## src/design/swmk_pkg.sv

```systemverilog
// swmk_pkg: shared types, constants and helpers for the swerve kinematics block
// used by swmk_cordic, swmk_sqrt and swerve_module_kinematics_top
`timescale 1ns / 1ps
package swmk_pkg;

	localparam int MODULES = 4;
	localparam int IDLE_W = 16;
	localparam int CORDIC_STEPS = 16;
	localparam int SQRT_STEPS = 25;

	localparam logic signed [17:0] ANG_PI = 18'sd12868;
	localparam logic signed [17:0] ANG_HALF_PI = 18'sd6434;
	localparam logic signed [17:0] ANG_QUARTER_PI = 18'sd3217;
	localparam logic signed [17:0] ANG_TWO_PI = 18'sd25736;
	localparam logic signed [19:0] CORDIC_HALF_PI = 20'sd102944;
	localparam logic [17:0] SPEED_MAX = 18'd131071;

	typedef enum logic [2:0] {
		CFG_MODE  = 3'd0,
		CFG_DELAY = 3'd1,
		CFG_THR   = 3'd2,
		CFG_ROT   = 3'd3,
		CFG_IWR   = 3'd4
	} cfg_idx_t;

	typedef enum logic [3:0] {
		ST_IDLE,
		ST_ROT,
		ST_SQX,
		ST_SQY,
		ST_START,
		ST_WAIT,
		ST_MUL,
		ST_FIN,
		ST_OUT
	} state_t;

	function automatic logic [16:0] atan_lut(input logic [3:0] i);
		logic [16:0] v;
		case (i)
			4'd0: v = 17'd51472;
			4'd1: v = 17'd30386;
			4'd2: v = 17'd16055;
			4'd3: v = 17'd8150;
			4'd4: v = 17'd4091;
			4'd5: v = 17'd2047;
			4'd6: v = 17'd1024;
			4'd7: v = 17'd512;
			4'd8: v = 17'd256;
			4'd9: v = 17'd128;
			4'd10: v = 17'd64;
			4'd11: v = 17'd32;
			4'd12: v = 17'd16;
			4'd13: v = 17'd8;
			4'd14: v = 17'd4;
			default: v = 17'd2;
		endcase
		return v;
	endfunction

	function automatic logic signed [17:0] wrap_ang(input logic signed [17:0] d);
		logic signed [17:0] r;
		r = d;
		if (d > ANG_PI) begin
			r = d - ANG_TWO_PI;
		end else if (d < -ANG_PI) begin
			r = d + ANG_TWO_PI;
		end
		return r;
	endfunction

endpackage

```

## src/design/swmk_sqrt.sv

```systemverilog
// swmk_sqrt: digit-serial integer square root, two radicand bits per cycle
// depends on swmk_pkg for the step count
`timescale 1ns / 1ps
module swmk_sqrt import swmk_pkg::*; (
	input  logic        clk,
	input  logic        arst_n,
	input  logic        start,
	input  logic [49:0] radicand,
	output logic        done,
	output logic [24:0] root
);

	logic [49:0] data_q;
	logic [27:0] rem_q, rem_nx, trial;
	logic [24:0] root_q;
	logic [4:0] cnt_q;
	logic busy_q, done_q;

	always_comb begin
		rem_nx = {rem_q[25:0], data_q[49:48]};
		trial = {1'b0, root_q, 2'b01};
	end

	always_ff @(posedge clk or negedge arst_n) begin
		if (!arst_n) begin
			busy_q <= 1'b0;
			done_q <= 1'b0;
			cnt_q <= '0;
		end else if (start) begin
			busy_q <= 1'b1;
			done_q <= 1'b0;
			cnt_q <= '0;
		end else if (busy_q) begin
			cnt_q <= cnt_q + 5'd1;
			if (cnt_q == 5'(SQRT_STEPS - 1)) begin
				busy_q <= 1'b0;
				done_q <= 1'b1;
			end
		end
	end

	always_ff @(posedge clk) begin
		if (start) begin
			data_q <= radicand;
			rem_q <= '0;
			root_q <= '0;
		end else if (busy_q) begin
			data_q <= {data_q[47:0], 2'b00};
			if (rem_nx >= trial) begin
				rem_q <= rem_nx - trial;
				root_q <= {root_q[23:0], 1'b1};
			end else begin
				rem_q <= rem_nx;
				root_q <= {root_q[23:0], 1'b0};
			end
		end
	end

	assign done = done_q;
	assign root = root_q;

endmodule

```

## config.mk

```make
export PLATFORM = sky130hd
export DESIGN_NAME = swmk_sqrt
export DESIGN_NICKNAME = d
export VERILOG_FILES = /design/src/design/swmk_pkg.sv /design/src/design/swmk_sqrt.sv
export SDC_FILE = /design/constraint.sdc
export NUM_CORES = 1
export LEC_CHECK = 0
export BUFFER_PORTS_ARGS = -buffer_cell sky130_fd_sc_hd__buf_2
export CAP_MARGIN = 10
export CORE_MARGIN = 4
export CORE_UTILIZATION = 53
export DETAILED_ROUTE_END_ITERATION = 7
export PLACE_DENSITY = 0.77
export REMOVE_ABC_BUFFERS = 1
export SLEW_MARGIN = 15
export SYNTH_ARGS = -nofsm -noshare
export SYNTH_HDL_FRONTEND = slang
export SYNTH_SLANG_ARGS = --single-unit
```

## constraint.sdc

```tcl
create_clock -name clk -period 2.8 [get_ports clk]
set_clock_uncertainty 0.2 [all_clocks]
set_input_delay 0.56 -clock clk [delete_from_list [all_inputs] [get_ports clk]]
set_output_delay 0.56 -clock clk [all_outputs]
set_load 0.02 [all_outputs]
```

==> flow_summary.json, run 1 <==
{
  "status": "finished with violations",
  "violations": "negative setup slack",
  "cts.clk_slew.worst_paths_ns": 0.08,
  "leakage_nw": 3.380,
  "synthesis.area_sq_um": 6030,
  "synth-edff-count": 50,
  "cp-start-kind": "register",
  "grt_overflow": 0,
  "wl_per_cell_um": 15.78,
  "fin_nets": 799,
  "ys_ff_latch": 108,
  "async_flop_share_pct": 6.481,
  "netlist_top_cells_area": "edfxtp_1 (25%), dfxtp_1 (17%), mux2_2 (9.2%), mux2i_1 (6.8%), ha_1 (6.0%)",
  "path_class": "reg2reg",
  "coreArea_sq_um": 10980,
  "final_util_pct": 68.64,
  "synth_ff_type": "dfxtp_1",
  "period_needed_ns": 2.813,
  "syn_to_final_growth_pct": 25.03,
  "die_h_um": 114.7,
  "crit_start": "data_q[48]",
  "cts_buffers": 9,
  "powerDensity_nw_per_um2": 1041,
  "grt_max_degree": 71,
  "total_power_mw": 7.845,
  "clock_latency_ns": 0.36,
  "tightest_slew_ns": 0.5871,
  "critPathRequiredTime_ns": 2.87,
  "vias": 4793,
  "io_pins": 79,
  "gp_congestion": 0.9119,
  "cp_slowest_stage_delay_ns": 0.42,
  "grt_use_total_pct": 20.83,
  "slowest_stage": "edfxtp_1",
  "dp_slack_ns": -0.09586,
  "crit_buf_inv": 2,
  "synth.avg_cell_area_sq_um": 10.22,
  "drcViolationCount": 0,
  "rsz0062_at_grt": "true",
  "arrival_ns": 2.88,
  "ys_warn_count": 0,
  "final.period_utilization_pct": 100.5,
  "place_hpwl_um": 9355,
  "setup_viol_count_final": 1,
  "cts_buffer_depth": 2,
  "slew_violations": 0,
  "crit_family": "compound AO/OA/AOI/OAI gates",
  "endpoint": "rem_q[9]",
  "drive_gt1_share_pct": 35.73,
  "first_pass_iters": 7,
  "reg2reg_slack_ns": -0.01,
  "num_rows": 38,
  "hold_class": "in2reg",
  "path_cells": "inv_2 > ha_4 > and2b_1 > o31a_2 > o21ai_2 > a2111o_1 > a21oi_4 > or2_4 > buf_12 > mux2i_2 > a211oi_1",
  "hold_viol": 0,
  "synth_top_cell_area_share_pct": 24.90,
  "synth_common_cells": "nor2_1 (68), dfxtp_1 (51), edfxtp_1 (50)",
  "dieArea_sq_um": 13150,
  "htreeDepth": 3,
  "reg2regPathDepth": 11,
  "synth_cells": 590,
  "r2r-start": "data_q[48]",
  "die_w_um": 114.7,
  "portBuffers": 78,
  "synth_top_cell_by_area": "edfxtp_1",
  "cp.depth": 11,
  "grt_pass1_vias": 4799,
  "vias_per_cell": 5.560,
  "drv_cap": 0,
  "grt_pass1_wl_um": 22120,
  "cp_max_fo": 7,
  "slew_headroom_pct": 60.86,
  "synth.most_common_cell": "nor2_1",
  "peakVddDrop_mv": 0.6123,
  "cts_tree": "done",
  "wirelength_um": 13610,
  "start_util_pct": 54.90,
  "antenna_found_initial": 0,
  "ys_seq_area_share_pct": 44.74,
  "cts_root_buf": "clkbuf_16",
  "antenna_cells": 0,
  "worst_slack_ns": -0.01284,
  "cts_sinks": 108,
  "ys_types": 62,
  "fmax_mhz": 355.5,
  "drt-initial-drc-count": 275,
  "end_kind": "register",
  "r2r-end": "rem_q[9]",
  "antenna_left": 0
}
[sequential cells by signal (all words and copies together), names as in the netlist]
name and flops:
data_q 50, done 1, busy_q 1, rem_q 26
root 25, cnt_q 5
[stage by stage]
stage | cells | hold slack, ns | TNS [ns] | cell area (sq um)
after global routing | 862 | 0.2868 | -1.478 | 7538
after CTS | 851 | 0.2682 | -0.003318 | 7208
final | 862 | 0.2740 | -0.01284 | 7538
after global placement | 833 | 0.1951 | -0.02778 | 6892
after floorplan | 558 | 0.06441 | -64.49 | 5869
after detailed placement | 833 | 0.1997 | -0.1674 | 6892
[worst reg2reg max path, cell delays in order, from the launching register on]
cell	delay [ns]
edfxtp_1	0.42
inv_2	0.11
ha_4	0.14
and2b_1	0.19
o31a_2	0.37
o21ai_2	0.16
a2111o_1	0.20
a21oi_4	0.08
or2_4	0.30
buf_12	0.16
mux2i_2	0.15
a211oi_1	0.23
[layout make-up]
type | instances | area, sq um
clock inverter | 6 | 55.05
tap | 140 | 175.2
fill | 847 | 3445
inverter | 36 | 135.1
sequential | 108 | 2703
clock buffer | 10 | 229.0
timing repair buffer | 148 | 970.9
multi-input combinational | 414 | 3271
[metal layers]
layer	vias up	routed length [um]	GRT usage (%)
li1	2372	-	-
met1	2266	5835	25.72
met2	137	6612	34.26
met3	18	992	8.087
met4	0	165	5.226
met5	-	0	0
[how the worst min path moves through the flow]
stage                     start   endpoint  slack (ns)  cells after the start
floorplan                arst_n     busy_q        0.06                      0
global placement         arst_n       done        0.20                      1
detailed placement       arst_n       done        0.20                      1
CTS                 radicand[1]  data_q[1]        0.27                      2
global route        radicand[1]  data_q[1]        0.29                      2
finish              radicand[1]  data_q[1]        0.27                      2
[power breakdown]
group,switching [mW],leakage (nW),internal [mW],total (mW)
logic,2.18,2.21,2.35,4.52
clock network,0.629,0.133,0.622,1.25
registers,0.174,1.04,1.90,2.07
total,2.98,3.38,4.87,7.85
[cell families (layout without fill, tap and decap cells)]
kind of cell    count (synthesis)  count (layout)  share of synthesized area, %
compound gates                116             116                         12.95
flops                         108             108                         44.74
fa+ha+maj                      29              29                         6.018
xor+xnor                       23              23                         3.341
mux                            90              90                         15.96
simple gates                  156             156                         12.10
buf+inv                        68             200                         4.897
[what timing repair did]
action / 4_1_cts / 5_1_grt
endpoints found under the hold margin: 7 / 0
pin swaps: 2 / 29
setup buffers: 1 / 10
gates cloned: 0 / 1
setup endpoints to repair: 10 / 26
hold buffers: 1 / 0
resized for setup: 3 / 43
[layout by cell type (no fill, tap or decap), drive strengths merged, types with 3 or more instances in the layout]
cell type,Yosys,layout
nor3b,3,3
a21oi,29,29
inv,36,39
a31oi,8,8
nor2b,3,3
a211oi,21,21
nand2b,5,5
o211ai,5,5
buf,8,146
a311oi,3,3
clkbuf,24,11
xor2,10,10
nand4b,3,3
nor2,68,68
and2,4,4
o21a,5,5
xnor2,13,13
o21ai,17,17
mux2,49,49
nand4,3,3
nand2,35,35
nand3,11,11
nor3,6,6
dfxtp,51,51
ha,29,29
a21o,11,11
dfrtp,7,7
edfxtp,50,50
mux2i,41,41
and3,5,5
Note: power is estimated with default switching activity, not from simulation.
==> inputs of run 2 (changes only) <==
Settings changed: CORE_UTILIZATION 53 to 58, PLACE_DENSITY 0.77 to 0.8.
Clock period 2.8 ns to 2.6 ns, I/O delays scaled along.
==> flow_summary.json, run 2 (synthesized netlist as in run 1, its figures left out) <==
{
  "final_cell_mix": "buf_4 (92), buf_2 (77), nor2_1 (66)",
  "largest_register_ffs": 50,
  "path_class": "reg2reg",
  "wl_per_cell_um": 19.23,
  "status": "finished with violations",
  "htreeDepth": 3,
  "placed_area_sq_um": 7091,
  "critPathRequiredTime_ns": 2.68,
  "wirelength_um": 17040,
  "drv_cap": 0,
  "cts_sinks": 108,
  "cts_buffers": 9,
  "hold_viol": 0,
  "cts_root_buf": "clkbuf_8",
  "powerDensity_nw_per_um2": 1186,
  "drcViolationCount": 0,
  "vias_per_cell": 6.010,
  "arrival_ns": 2.95,
  "fin_nets": 830,
  "p_int_mw": 5.437,
  "hold_start": "radicand[1]",
  "dp_cells": 852,
  "place_hpwl_um": 10090,
  "period_needed_ns": 2.875,
  "drive_gt1_share_pct": 41.70,
  "num_rows": 36,
  "rsz0062_at_grt": "true",
  "reg2regPathDepth": 13,
  "antenna_left": 0,
  "hold_class": "in2reg",
  "start_util_pct": 60.57,
  "grt_pass1_wl_um": 24400,
  "final_cells": 886,
  "grt_max_degree": 76,
  "regMostFlops": "data_q",
  "drt-initial-drc-count": 473,
  "slew_violations": 0,
  "io_pins": 79,
  "final.period_utilization_pct": 110.6,
  "peakVddDrop_mv": 0.8173,
  "swShare_pct": 41.62,
  "final_util_pct": 78.85,
  "gp_congestion": 0.9391,
  "grt_overflow": 0,
  "reg2reg_slack_ns": -0.28,
  "worst_slack_ns": -0.2750,
  "cp_max_fo": 3,
  "antenna_cells": 0,
  "fin_area_sq_um": 7849,
  "power.switching_mw": 3.875,
  "violations": "negative setup slack",
  "seqPwrFrac_pct": 23.8,
  "portBuffers": 78,
  "pwr-share-comb_pct": 66.1,
  "clock_latency_ns": 0.38,
  "hold_path_end": "data_q[1]",
  "syn_to_final_growth_pct": 30.17,
  "die_w_um": 110.0,
  "tns_ns": -4.683,
  "min_delay_path_depth": 2,
  "tightest_slew_ns": 0.6002,
  "r2r-start": "root[0]",
  "r2r-end": "rem_q[25]",
  "layout_commonest_cell": "buf_4",
  "end_kind": "register",
  "cts.clk_slew.worst_paths_ns": 0.10,
  "cts_tree": "done",
  "cp-start-kind": "register",
  "dieArea_sq_um": 12090,
  "cts_buffer_depth": 2,
  "fmax_mhz": 347.8,
  "fill_cells": 600,
  "leakage_nw": 3.541,
  "die_h_um": 110.0,
  "first_pass_iters": 8,
  "setup_viol_count_final": 26,
  "vias": 5325,
  "grt_use_total_pct": 25.46,
  "antenna_found_initial": 0,
  "slew_headroom_pct": 59.98,
  "coreArea_sq_um": 9955,
  "pwr-share-clk_pct": 10.1,
  "grt_pass1_vias": 5202
}
## run 2: cell types whose count changed in the layout (fill, tap and decap cells not counted), moves of 3 or more
cell | previous run | this run
a21oi_1 | 23 | 20
buf_4 | 66 | 92
buf_6 | 0 | 4
clkbuf_16 | 10 | 1
clkbuf_8 | 0 | 9
mux2i_2 | 2 | 5
mux2i_4 | 3 | 0
nand2_1 | 34 | 31
nor3_1 | 6 | 3
nor3_2 | 0 | 3
o21ai_0 | 13 | 9
## run 2: cell type report
class	count	area (sq um)	share of cell area, %
well taps	133	166.4	2.120
clock buffers	11	131.4	1.674
clock inverters	5	38.79	0.4942
flip-flops and latches	108	2705	34.47
inverters	36	135.1	1.722
multi-input cells	414	3436	43.77
repair buffers	179	1236	15.75
## run 2: what timing repair did
| item | 4_1_cts | 5_1_grt |
|---|---|---|
| buffers inserted | 13 | 3 |
| endpoints found under the hold margin | 7 | 0 |
| resized for setup | 41 | 48 |
| gates cloned | 0 | 1 |
| setup endpoints to repair | 26 | 27 |
| hold buffers | 1 | 0 |
| pin swaps | 32 | 15 |
## run 2: worst max path at each step
stage | slack (ns) | depth (start not counted) | from | endpoint
floorplan | -1.31 | 2 | busy_q | data_q[0]
global route | -0.37 | 12 | root[0] | rem_q[15]
global placement | -0.1 | 11 | root[1] | rem_q[17]
detailed placement | -0.18 | 10 | root[1] | rem_q[15]
finish | -0.28 | 13 | root[0] | rem_q[25]
CTS | -0.07 | 12 | root[0] | rem_q[15]
## run 2: stage by stage
step                setup slack, ns  power, mW  hold WS (ns)
finish                      -0.2750      9.312        0.2166
global route                -0.3657      9.718        0.2155
CTS                        -0.07397      8.040        0.2086
detailed placement          -0.1772      6.509        0.1550
global placement           -0.09594      6.345        0.1544
floorplan                    -1.309      4.957       0.02441
## run 2: power by group through the flow
stage / Clock (mW) / Sequential (mW) / Combinational, mW
floorplan: 0 / 2.20 / 2.75
global placement: 0 / 2.20 / 4.14
detailed placement: 0 / 2.22 / 4.29
CTS: 0.951 / 2.20 / 4.88
global route: 1.01 / 2.24 / 6.47
finish: 0.939 / 2.22 / 6.15
## run 2: worst max-delay path: stages, from the launching register on
cell and delay, ns:
dfxtp_2 0.35, inv_2 0.05, ha_4 0.28, buf_6 0.11
o21ai_4 0.06, a211oi_2 0.28, nor3b_4 0.24, buf_4 0.18
o2111ai_4 0.19, a31oi_4 0.25, buf_4 0.14, o21ai_1 0.12
a31oi_4 0.22, o21ai_2 0.08
## run 2: routing by layer
metal  vias to the layer above  wire, um  part of all wire (%)  track usage [%]
met5                         -         0                     0                0
met3                       101      1410                   8.3            8.397
met2                       287      8350                    49            43.50
met4                         0       944                   5.5            9.172
met1                      2499      6333                    37            29.76
li1                       2438         -                     -                -
