$ cat src/design/swmk_pkg.sv
// swmk_pkg: shared types, constants and helpers for the swerve kinematics block
// used by swmk_cordic, swmk_sqrt and swerve_module_kinematics_top
`timescale 1ns / 1ps
package swmk_pkg;

	localparam int MODULES = 4;
	localparam int IDLE_W = 16;
	localparam int CORDIC_STEPS = 16;
	localparam int SQRT_STEPS = 25;

	localparam logic signed [17:0] ANG_PI = 18'sd12868;
	localparam logic signed [17:0] ANG_HALF_PI = 18'sd6434;
	localparam logic signed [17:0] ANG_QUARTER_PI = 18'sd3217;
	localparam logic signed [17:0] ANG_TWO_PI = 18'sd25736;
	localparam logic signed [19:0] CORDIC_HALF_PI = 20'sd102944;
	localparam logic [17:0] SPEED_MAX = 18'd131071;

	typedef enum logic [2:0] {
		CFG_MODE  = 3'd0,
		CFG_DELAY = 3'd1,
		CFG_THR   = 3'd2,
		CFG_ROT   = 3'd3,
		CFG_IWR   = 3'd4
	} cfg_idx_t;

	typedef enum logic [3:0] {
		ST_IDLE,
		ST_ROT,
		ST_SQX,
		ST_SQY,
		ST_START,
		ST_WAIT,
		ST_MUL,
		ST_FIN,
		ST_OUT
	} state_t;

	function automatic logic [16:0] atan_lut(input logic [3:0] i);
		logic [16:0] v;
		case (i)
			4'd0: v = 17'd51472;
			4'd1: v = 17'd30386;
			4'd2: v = 17'd16055;
			4'd3: v = 17'd8150;
			4'd4: v = 17'd4091;
			4'd5: v = 17'd2047;
			4'd6: v = 17'd1024;
			4'd7: v = 17'd512;
			4'd8: v = 17'd256;
			4'd9: v = 17'd128;
			4'd10: v = 17'd64;
			4'd11: v = 17'd32;
			4'd12: v = 17'd16;
			4'd13: v = 17'd8;
			4'd14: v = 17'd4;
			default: v = 17'd2;
		endcase
		return v;
	endfunction

	function automatic logic signed [17:0] wrap_ang(input logic signed [17:0] d);
		logic signed [17:0] r;
		r = d;
		if (d > ANG_PI) begin
			r = d - ANG_TWO_PI;
		end else if (d < -ANG_PI) begin
			r = d + ANG_TWO_PI;
		end
		return r;
	endfunction

endpackage

$ cat src/design/swmk_cordic.sv
// swmk_cordic: iterative vectoring cordic, one micro-rotation per cycle
// depends on swmk_pkg for the arctan table
`timescale 1ns / 1ps
module swmk_cordic import swmk_pkg::*; (
	input  logic               clk,
	input  logic               arst_n,
	input  logic               start,
	input  logic signed [17:0] cx,
	input  logic signed [17:0] cy,
	output logic               done,
	output logic signed [15:0] angle
);

	logic signed [35:0] x_q, y_q, x0, y0, xsh, ysh;
	logic signed [19:0] acc_q, acc0, acc_rnd;
	logic [3:0] step_q;
	logic busy_q, done_q;

	always_comb begin
		x0 = {{2{cx[17]}}, cx, 16'd0};
		y0 = {{2{cy[17]}}, cy, 16'd0};
		acc0 = '0;
		if (cx < 0) begin
			if (cy >= 0) begin
				x0 = {{2{cy[17]}}, cy, 16'd0};
				y0 = -{{2{cx[17]}}, cx, 16'd0};
				acc0 = CORDIC_HALF_PI;
			end else begin
				x0 = -{{2{cy[17]}}, cy, 16'd0};
				y0 = {{2{cx[17]}}, cx, 16'd0};
				acc0 = -CORDIC_HALF_PI;
			end
		end
		xsh = x_q >>> step_q;
		ysh = y_q >>> step_q;
		acc_rnd = (acc_q + 20'sd8) >>> 4;
	end

	always_ff @(posedge clk or negedge arst_n) begin
		if (!arst_n) begin
			busy_q <= 1'b0;
			done_q <= 1'b0;
			step_q <= '0;
		end else if (start) begin
			busy_q <= 1'b1;
			done_q <= 1'b0;
			step_q <= '0;
		end else if (busy_q) begin
			step_q <= step_q + 4'd1;
			if (step_q == 4'(CORDIC_STEPS - 1)) begin
				busy_q <= 1'b0;
				done_q <= 1'b1;
			end
		end
	end

	always_ff @(posedge clk) begin
		if (start) begin
			x_q <= x0;
			y_q <= y0;
			acc_q <= acc0;
		end else if (busy_q) begin
			if (y_q >= 0) begin
				x_q <= x_q + ysh;
				y_q <= y_q - xsh;
				acc_q <= acc_q + $signed({3'd0, atan_lut(step_q)});
			end else begin
				x_q <= x_q - ysh;
				y_q <= y_q + xsh;
				acc_q <= acc_q - $signed({3'd0, atan_lut(step_q)});
			end
		end
	end

	assign done = done_q;
	assign angle = acc_rnd[15:0];

endmodule

$ cat config.mk
export PLATFORM = sky130hd
export DESIGN_NAME = swmk_cordic
export DESIGN_NICKNAME = d
export VERILOG_FILES = /design/src/design/swmk_pkg.sv /design/src/design/swmk_cordic.sv
export SDC_FILE = /design/constraint.sdc
export NUM_CORES = 1
export LEC_CHECK = 0
export BUFFER_PORTS_ARGS = -buffer_cell sky130_fd_sc_hd__buf_2
export CAP_MARGIN = 15
export CORE_ASPECT_RATIO = 0.6
export CORE_MARGIN = 5
export CORE_UTILIZATION = 60
export DETAILED_ROUTE_END_ITERATION = 8
export PLACE_DENSITY_LB_ADDON = 0.08
export SYNTH_ARGS = -nofsm -noshare
export SYNTH_HDL_FRONTEND = slang
export SYNTH_SLANG_ARGS = --single-unit
$ cat constraint.sdc
create_clock -name clk -period 8.7 [get_ports clk]
set_input_delay 0.87 -clock clk [delete_from_list [all_inputs] [get_ports clk]]
set_output_delay 0.87 -clock clk [all_outputs]
set_load 0.005 [all_outputs]
==> impl_results.html <==
<table>
<tr><th>Metric</th><th>Value</th></tr>
<tr><th colspan="2">Run status</th></tr>
<tr><td>Result of the run</td><td>complete, no violations</td></tr>
<tr><th colspan="2">Yosys</th></tr>
<tr><td>Number of nets in the synthesized netlist</td><td>2068</td></tr>
<tr><td>Mean instance size in the synthesized netlist</td><td>8.324 um2</td></tr>
<tr><td>Total number of yosys warnings</td><td>0</td></tr>
<tr><td>Number of instances in the synthesized netlist</td><td>1922</td></tr>
<tr><td>Number of distinct standard cells referenced by the synthesized netlist</td><td>90</td></tr>
<tr><td>Dominant synthesized flop cell</td><td>sky130_fd_sc_hd__edfxtp_1</td></tr>
<tr><td>Leading post-synthesis cells by cell area</td><td>sky130_fd_sc_hd__edfxtp_1 (17%), sky130_fd_sc_hd__mux4_2 (8.3%), sky130_fd_sc_hd__ha_1 (8.1%), sky130_fd_sc_hd__xnor2_1 (5.9%), sky130_fd_sc_hd__o21ai_0 (5.4%)</td></tr>
<tr><td>Asr flop ratio synth</td><td>0.06122</td></tr>
<tr><td>EDFF count, synth</td><td>92</td></tr>
<tr><td>Area of the mapped netlist</td><td>0.01600 mm2</td></tr>
<tr><td>Synth top area share</td><td>0.1727</td></tr>
<tr><td>Biggest area consumer among synthesized cells</td><td>sky130_fd_sc_hd__edfxtp_1</td></tr>
<tr><td>Number of flip-flops and latches in the synthesized netlist</td><td>98</td></tr>
<tr><td>Register area share after synthesis</td><td>0.1821</td></tr>
<tr><th colspan="2">Critical path</th></tr>
<tr><td>CP max FO</td><td>65</td></tr>
<tr><td>Required time at the endpoint of the critical path</td><td>8.93 ns</td></tr>
<tr><td>Arr. time, crit path</td><td>7.43 ns</td></tr>
<tr><td>Startpoint-to-endpoint class of the critical path</td><td>reg -&gt; reg</td></tr>
<tr><td>Startpoint class of the critical path</td><td>register</td></tr>
<tr><td>Kind of end point of the critical path</td><td>register</td></tr>
<tr><th colspan="2">Routing</th></tr>
<tr><td>Initial DRC Count</td><td>2220</td></tr>
<tr><td>Avg Vias per Cell</td><td>6.885</td></tr>
<tr><td>Number of vias in the routed layout</td><td>15540</td></tr>
<tr><td>Final routed wirelength across all metal layers</td><td>51210 um</td></tr>
<tr><td>Number of nets with antenna violations after routing</td><td>0</td></tr>
<tr><td>Average wire length per cell after detail routing</td><td>22.69 um</td></tr>
<tr><td>First-pass detailed-route iteration total</td><td>7</td></tr>
<tr><td>DRC Markers</td><td>0</td></tr>
<tr><th colspan="2">Global route</th></tr>
<tr><td>Total routing resource utilization after global routing</td><td>0.3310</td></tr>
<tr><td>Via count of the first global-routing pass</td><td>13500</td></tr>
<tr><td>Total grt overflow</td><td>0</td></tr>
<tr><td>Number of antenna violations at the first check in global routing</td><td>0</td></tr>
<tr><td>Pin count of the biggest net entering global routing</td><td>87</td></tr>
<tr><td>Global-route wire length before repair</td><td>79010 um</td></tr>
<tr><th colspan="2">Clock tree</th></tr>
<tr><td>Gates resized, CTS repair</td><td>0</td></tr>
<tr><td>Sink count of the clock tree</td><td>98</td></tr>
<tr><td>Later-pin clock latency in the skew report</td><td>0.39 ns</td></tr>
<tr><td>Hold-fix buffer count after cts</td><td>0</td></tr>
<tr><td>Clock root buffer</td><td>sky130_fd_sc_hd__clkbuf_16</td></tr>
<tr><td>Register clock-pin slew on the reported worst setup and hold paths</td><td>0.08 ns</td></tr>
<tr><td>Number of levels the H-tree was split into</td><td>3</td></tr>
<tr><td>Buffer count from post-CTS setup fixing</td><td>0</td></tr>
<tr><td>Total CTS buffers</td><td>9</td></tr>
<tr><td>CTS tree</td><td>done</td></tr>
<tr><td>CTS Buffer Depth</td><td>2</td></tr>
<tr><th colspan="2">Layout</th></tr>
<tr><td>Layout cell share with drive strength beyond 1</td><td>0.1171</td></tr>
<tr><td>Count of nets after finishing</td><td>2037</td></tr>
<tr><td>Number of fill cells in the layout</td><td>2345</td></tr>
<tr><td>Area grow syn2layout</td><td>3.629%</td></tr>
<tr><th colspan="2">Floorplan</th></tr>
<tr><td>Starting Density</td><td>0.6069</td></tr>
<tr><td>Width of the chip</td><td>220.8 um</td></tr>
<tr><td>Ports</td><td>56</td></tr>
<tr><td>Die outline height</td><td>136.5 um</td></tr>
<tr><td>Die area</td><td>0.03014 mm2</td></tr>
<tr><td>Row Count</td><td>46</td></tr>
<tr><td>Placeable core area</td><td>0.02636 mm2</td></tr>
<tr><th colspan="2">Place</th></tr>
<tr><td>Final HPWL from detailed placement</td><td>39190 um</td></tr>
<tr><td>Final estimated routing congestion in global placement</td><td>0.9975</td></tr>
<tr><td>PortBufs</td><td>55</td></tr>
<tr><th colspan="2">Timing</th></tr>
<tr><td>Final worst path period share</td><td>0.8277</td></tr>
<tr><td>Max Transition Viols Final</td><td>0</td></tr>
<tr><td>RSZ-0062 raised after global routing</td><td>no</td></tr>
<tr><td>Max-slew headroom</td><td>0.3489</td></tr>
<tr><td>Clock Skew</td><td>0.01195 ns</td></tr>
<tr><td>Final setup violating endpoints</td><td>0</td></tr>
<tr><td>Highest clock frequency the design can meet</td><td>138.9 MHz</td></tr>
<tr><td>Min Tclk post-route</td><td>7.201 ns</td></tr>
<tr><td>Final count of hold timing violations</td><td>0</td></tr>
<tr><td>Worst Tran Pin Value</td><td>0.9630 ns</td></tr>
<tr><td>Final total negative setup slack</td><td>0 ns</td></tr>
<tr><th colspan="2">Worst hold path</th></tr>
<tr><td>Classification of the worst-slack hold path</td><td>in -&gt; async</td></tr>
<tr><th colspan="2">Job</th></tr>
<tr><td>Max_cap viols</td><td>0</td></tr>
</table>
synth_stat cells, types with 12 or more instances:
cell type                  count
sky130_fd_sc_hd__buf_2        21
sky130_fd_sc_hd__mux2i_1      57
sky130_fd_sc_hd__or3_1        13
sky130_fd_sc_hd__a211oi_1     14
sky130_fd_sc_hd__xor2_1       71
sky130_fd_sc_hd__o22ai_1      18
sky130_fd_sc_hd__o31ai_1      23
sky130_fd_sc_hd__nand2_1     210
sky130_fd_sc_hd__or2_2        19
sky130_fd_sc_hd__o21a_1       14
sky130_fd_sc_hd__nand2b_1     29
sky130_fd_sc_hd__nor2_1      149
sky130_fd_sc_hd__o21ai_0     172
sky130_fd_sc_hd__xnor2_1     107
sky130_fd_sc_hd__nor3_1       41
sky130_fd_sc_hd__inv_1        56
sky130_fd_sc_hd__and2_1       12
sky130_fd_sc_hd__nor2b_1      19
sky130_fd_sc_hd__buf_1        17
sky130_fd_sc_hd__a31oi_1      25
sky130_fd_sc_hd__edfxtp_1     92
sky130_fd_sc_hd__mux4_1       15
sky130_fd_sc_hd__mux4_2       59
sky130_fd_sc_hd__and3_1       22
sky130_fd_sc_hd__o211ai_1     43
sky130_fd_sc_hd__a21oi_1     120
sky130_fd_sc_hd__nand3_1      56
sky130_fd_sc_hd__ha_1        104
sky130_fd_sc_hd__mux2_2       35
sky130_fd_sc_hd__a21o_1       49
sky130_fd_sc_hd__clkbuf_1     53
cell usage in the layout (no fill, tap or decap), types with 6 or more instances in the layout:
cell and count:
sky130_fd_sc_hd__and2_1 12, sky130_fd_sc_hd__mux2_2 35, sky130_fd_sc_hd__a31oi_1 25, sky130_fd_sc_hd__or3_1 13, sky130_fd_sc_hd__o21ai_0 172, sky130_fd_sc_hd__inv_1 56
sky130_fd_sc_hd__and3_1 22, sky130_fd_sc_hd__nand2_1 210, sky130_fd_sc_hd__a211oi_1 14, sky130_fd_sc_hd__nand4_1 10, sky130_fd_sc_hd__xor2_1 71, sky130_fd_sc_hd__nand3_1 56
sky130_fd_sc_hd__a211o_1 6, sky130_fd_sc_hd__o211ai_1 43, sky130_fd_sc_hd__xnor2_1 107, sky130_fd_sc_hd__a31o_2 6, sky130_fd_sc_hd__edfxtp_1 92, sky130_fd_sc_hd__a21o_1 49
sky130_fd_sc_hd__buf_4 16, sky130_fd_sc_hd__nor2b_1 19, sky130_fd_sc_hd__clkbuf_16 11, sky130_fd_sc_hd__mux2i_1 57, sky130_fd_sc_hd__or2_2 18, sky130_fd_sc_hd__o21a_1 14
sky130_fd_sc_hd__o22ai_1 18, sky130_fd_sc_hd__mux4_2 59, sky130_fd_sc_hd__o21bai_1 9, sky130_fd_sc_hd__nor4_1 9, sky130_fd_sc_hd__mux4_1 15, sky130_fd_sc_hd__nor3_1 41
sky130_fd_sc_hd__or4_1 6, sky130_fd_sc_hd__nor2_1 149, sky130_fd_sc_hd__a21oi_1 120, sky130_fd_sc_hd__buf_2 54, sky130_fd_sc_hd__nand2b_1 29, sky130_fd_sc_hd__nand3b_1 9
sky130_fd_sc_hd__o31ai_1 23, sky130_fd_sc_hd__ha_1 104
worst max-delay path: stages, from the launching register on:
cell	delay, ns
sky130_fd_sc_hd__dfrtp_4	1.03
sky130_fd_sc_hd__mux4_1	0.77
sky130_fd_sc_hd__mux4_2	0.53
sky130_fd_sc_hd__or3_1	0.44
sky130_fd_sc_hd__nor4b_2	0.34
sky130_fd_sc_hd__o2111ai_1	0.42
sky130_fd_sc_hd__or2_2	0.47
sky130_fd_sc_hd__o21ai_0	0.22
sky130_fd_sc_hd__xor2_1	0.17
sky130_fd_sc_hd__ha_1	0.31
sky130_fd_sc_hd__a21oi_1	0.22
sky130_fd_sc_hd__o211ai_1	0.24
sky130_fd_sc_hd__nor4_1	0.40
sky130_fd_sc_hd__o211ai_1	0.46
sky130_fd_sc_hd__nand3_1	0.25
sky130_fd_sc_hd__a31oi_1	0.11
sky130_fd_sc_hd__a21oi_1	0.20
sky130_fd_sc_hd__xnor3_1	0.31
sky130_fd_sc_hd__o21ai_0	0.14
cells by family after synthesis:
logic type                 after synthesis  share of synthesized area
AOI/OAI and AO/OA                      566                     0.2244
xor gates and xnor gates               179                    0.09886
adders and majority gates              107                    0.08509
buffers and inverters                  172                    0.05115
DFF                                     98                     0.1821
muxes                                  166                     0.1680
and+or+nand+nor                        634                     0.1904
registers in the layout, summed over array words and instances (netlist names):
signal,cells
done,1
step_q,4
busy_q,1
x_q,36
acc_q,20
y_q,36
path summary, 6_finish.rpt:
kind	end	slack (ns)	cells after the start	startpoint
setup / recovery	y_q[35]	1.50	18	step_q[1]
hold / removal	step_q[0]	0.31	1	arst_n
setup reg to reg	y_q[35]	1.50	18	step_q[1]
hold reg to reg	done	0.51	2	done
max in group asynchronous	step_q[2]	8.22	1	arst_n
min in group clk	done	0.51	2	done
through the flow:
| step | cells | hold slack [ns] | util | setup slack [ns] | cell area [um2] |
|---|---|---|---|---|---|
| global placement | 2240 | 0.4783 | 0.6170 | 1.758 | 16260 |
| detailed placement | 2240 | 0.5143 | 0.6170 | 1.622 | 16260 |
| floorplan | 1922 | 0.4860 | - | 2.416 | 16000 |
| CTS | 2256 | 0.2938 | 0.6288 | 1.604 | 16580 |
| finish | 2257 | 0.3086 | 0.6289 | 1.499 | 16580 |
| global route | 2256 | 0.3130 | 0.6288 | 1.048 | 16580 |
cell type report:
cell class / count / area (um2) / area share
Antenna cell: 1 / 2.502 / 0.0001509
Clock buffer: 14 / 296.5 / 0.01789
Clock inverter: 2 / 16.27 / 0.0009811
Inverter: 60 / 225.2 / 0.01358
Multi-Input combinational cell: 1652 / 12270 / 0.7401
Sequential cell: 98 / 2928 / 0.1766
Tap cell: 360 / 450.4 / 0.02717
Timing Repair Buffer: 70 / 390.4 / 0.02355
metal layers:
metal  routed length [um]  GRT usage
met1                23340     0.5158
met2                19540     0.4411
met3                 7497     0.1131
met4                  842    0.05921
met5                    0          0
Power is left out: the tool's default activity adds up to more than one toggle a clock period on the data nets, which glitch-free logic cannot reach.
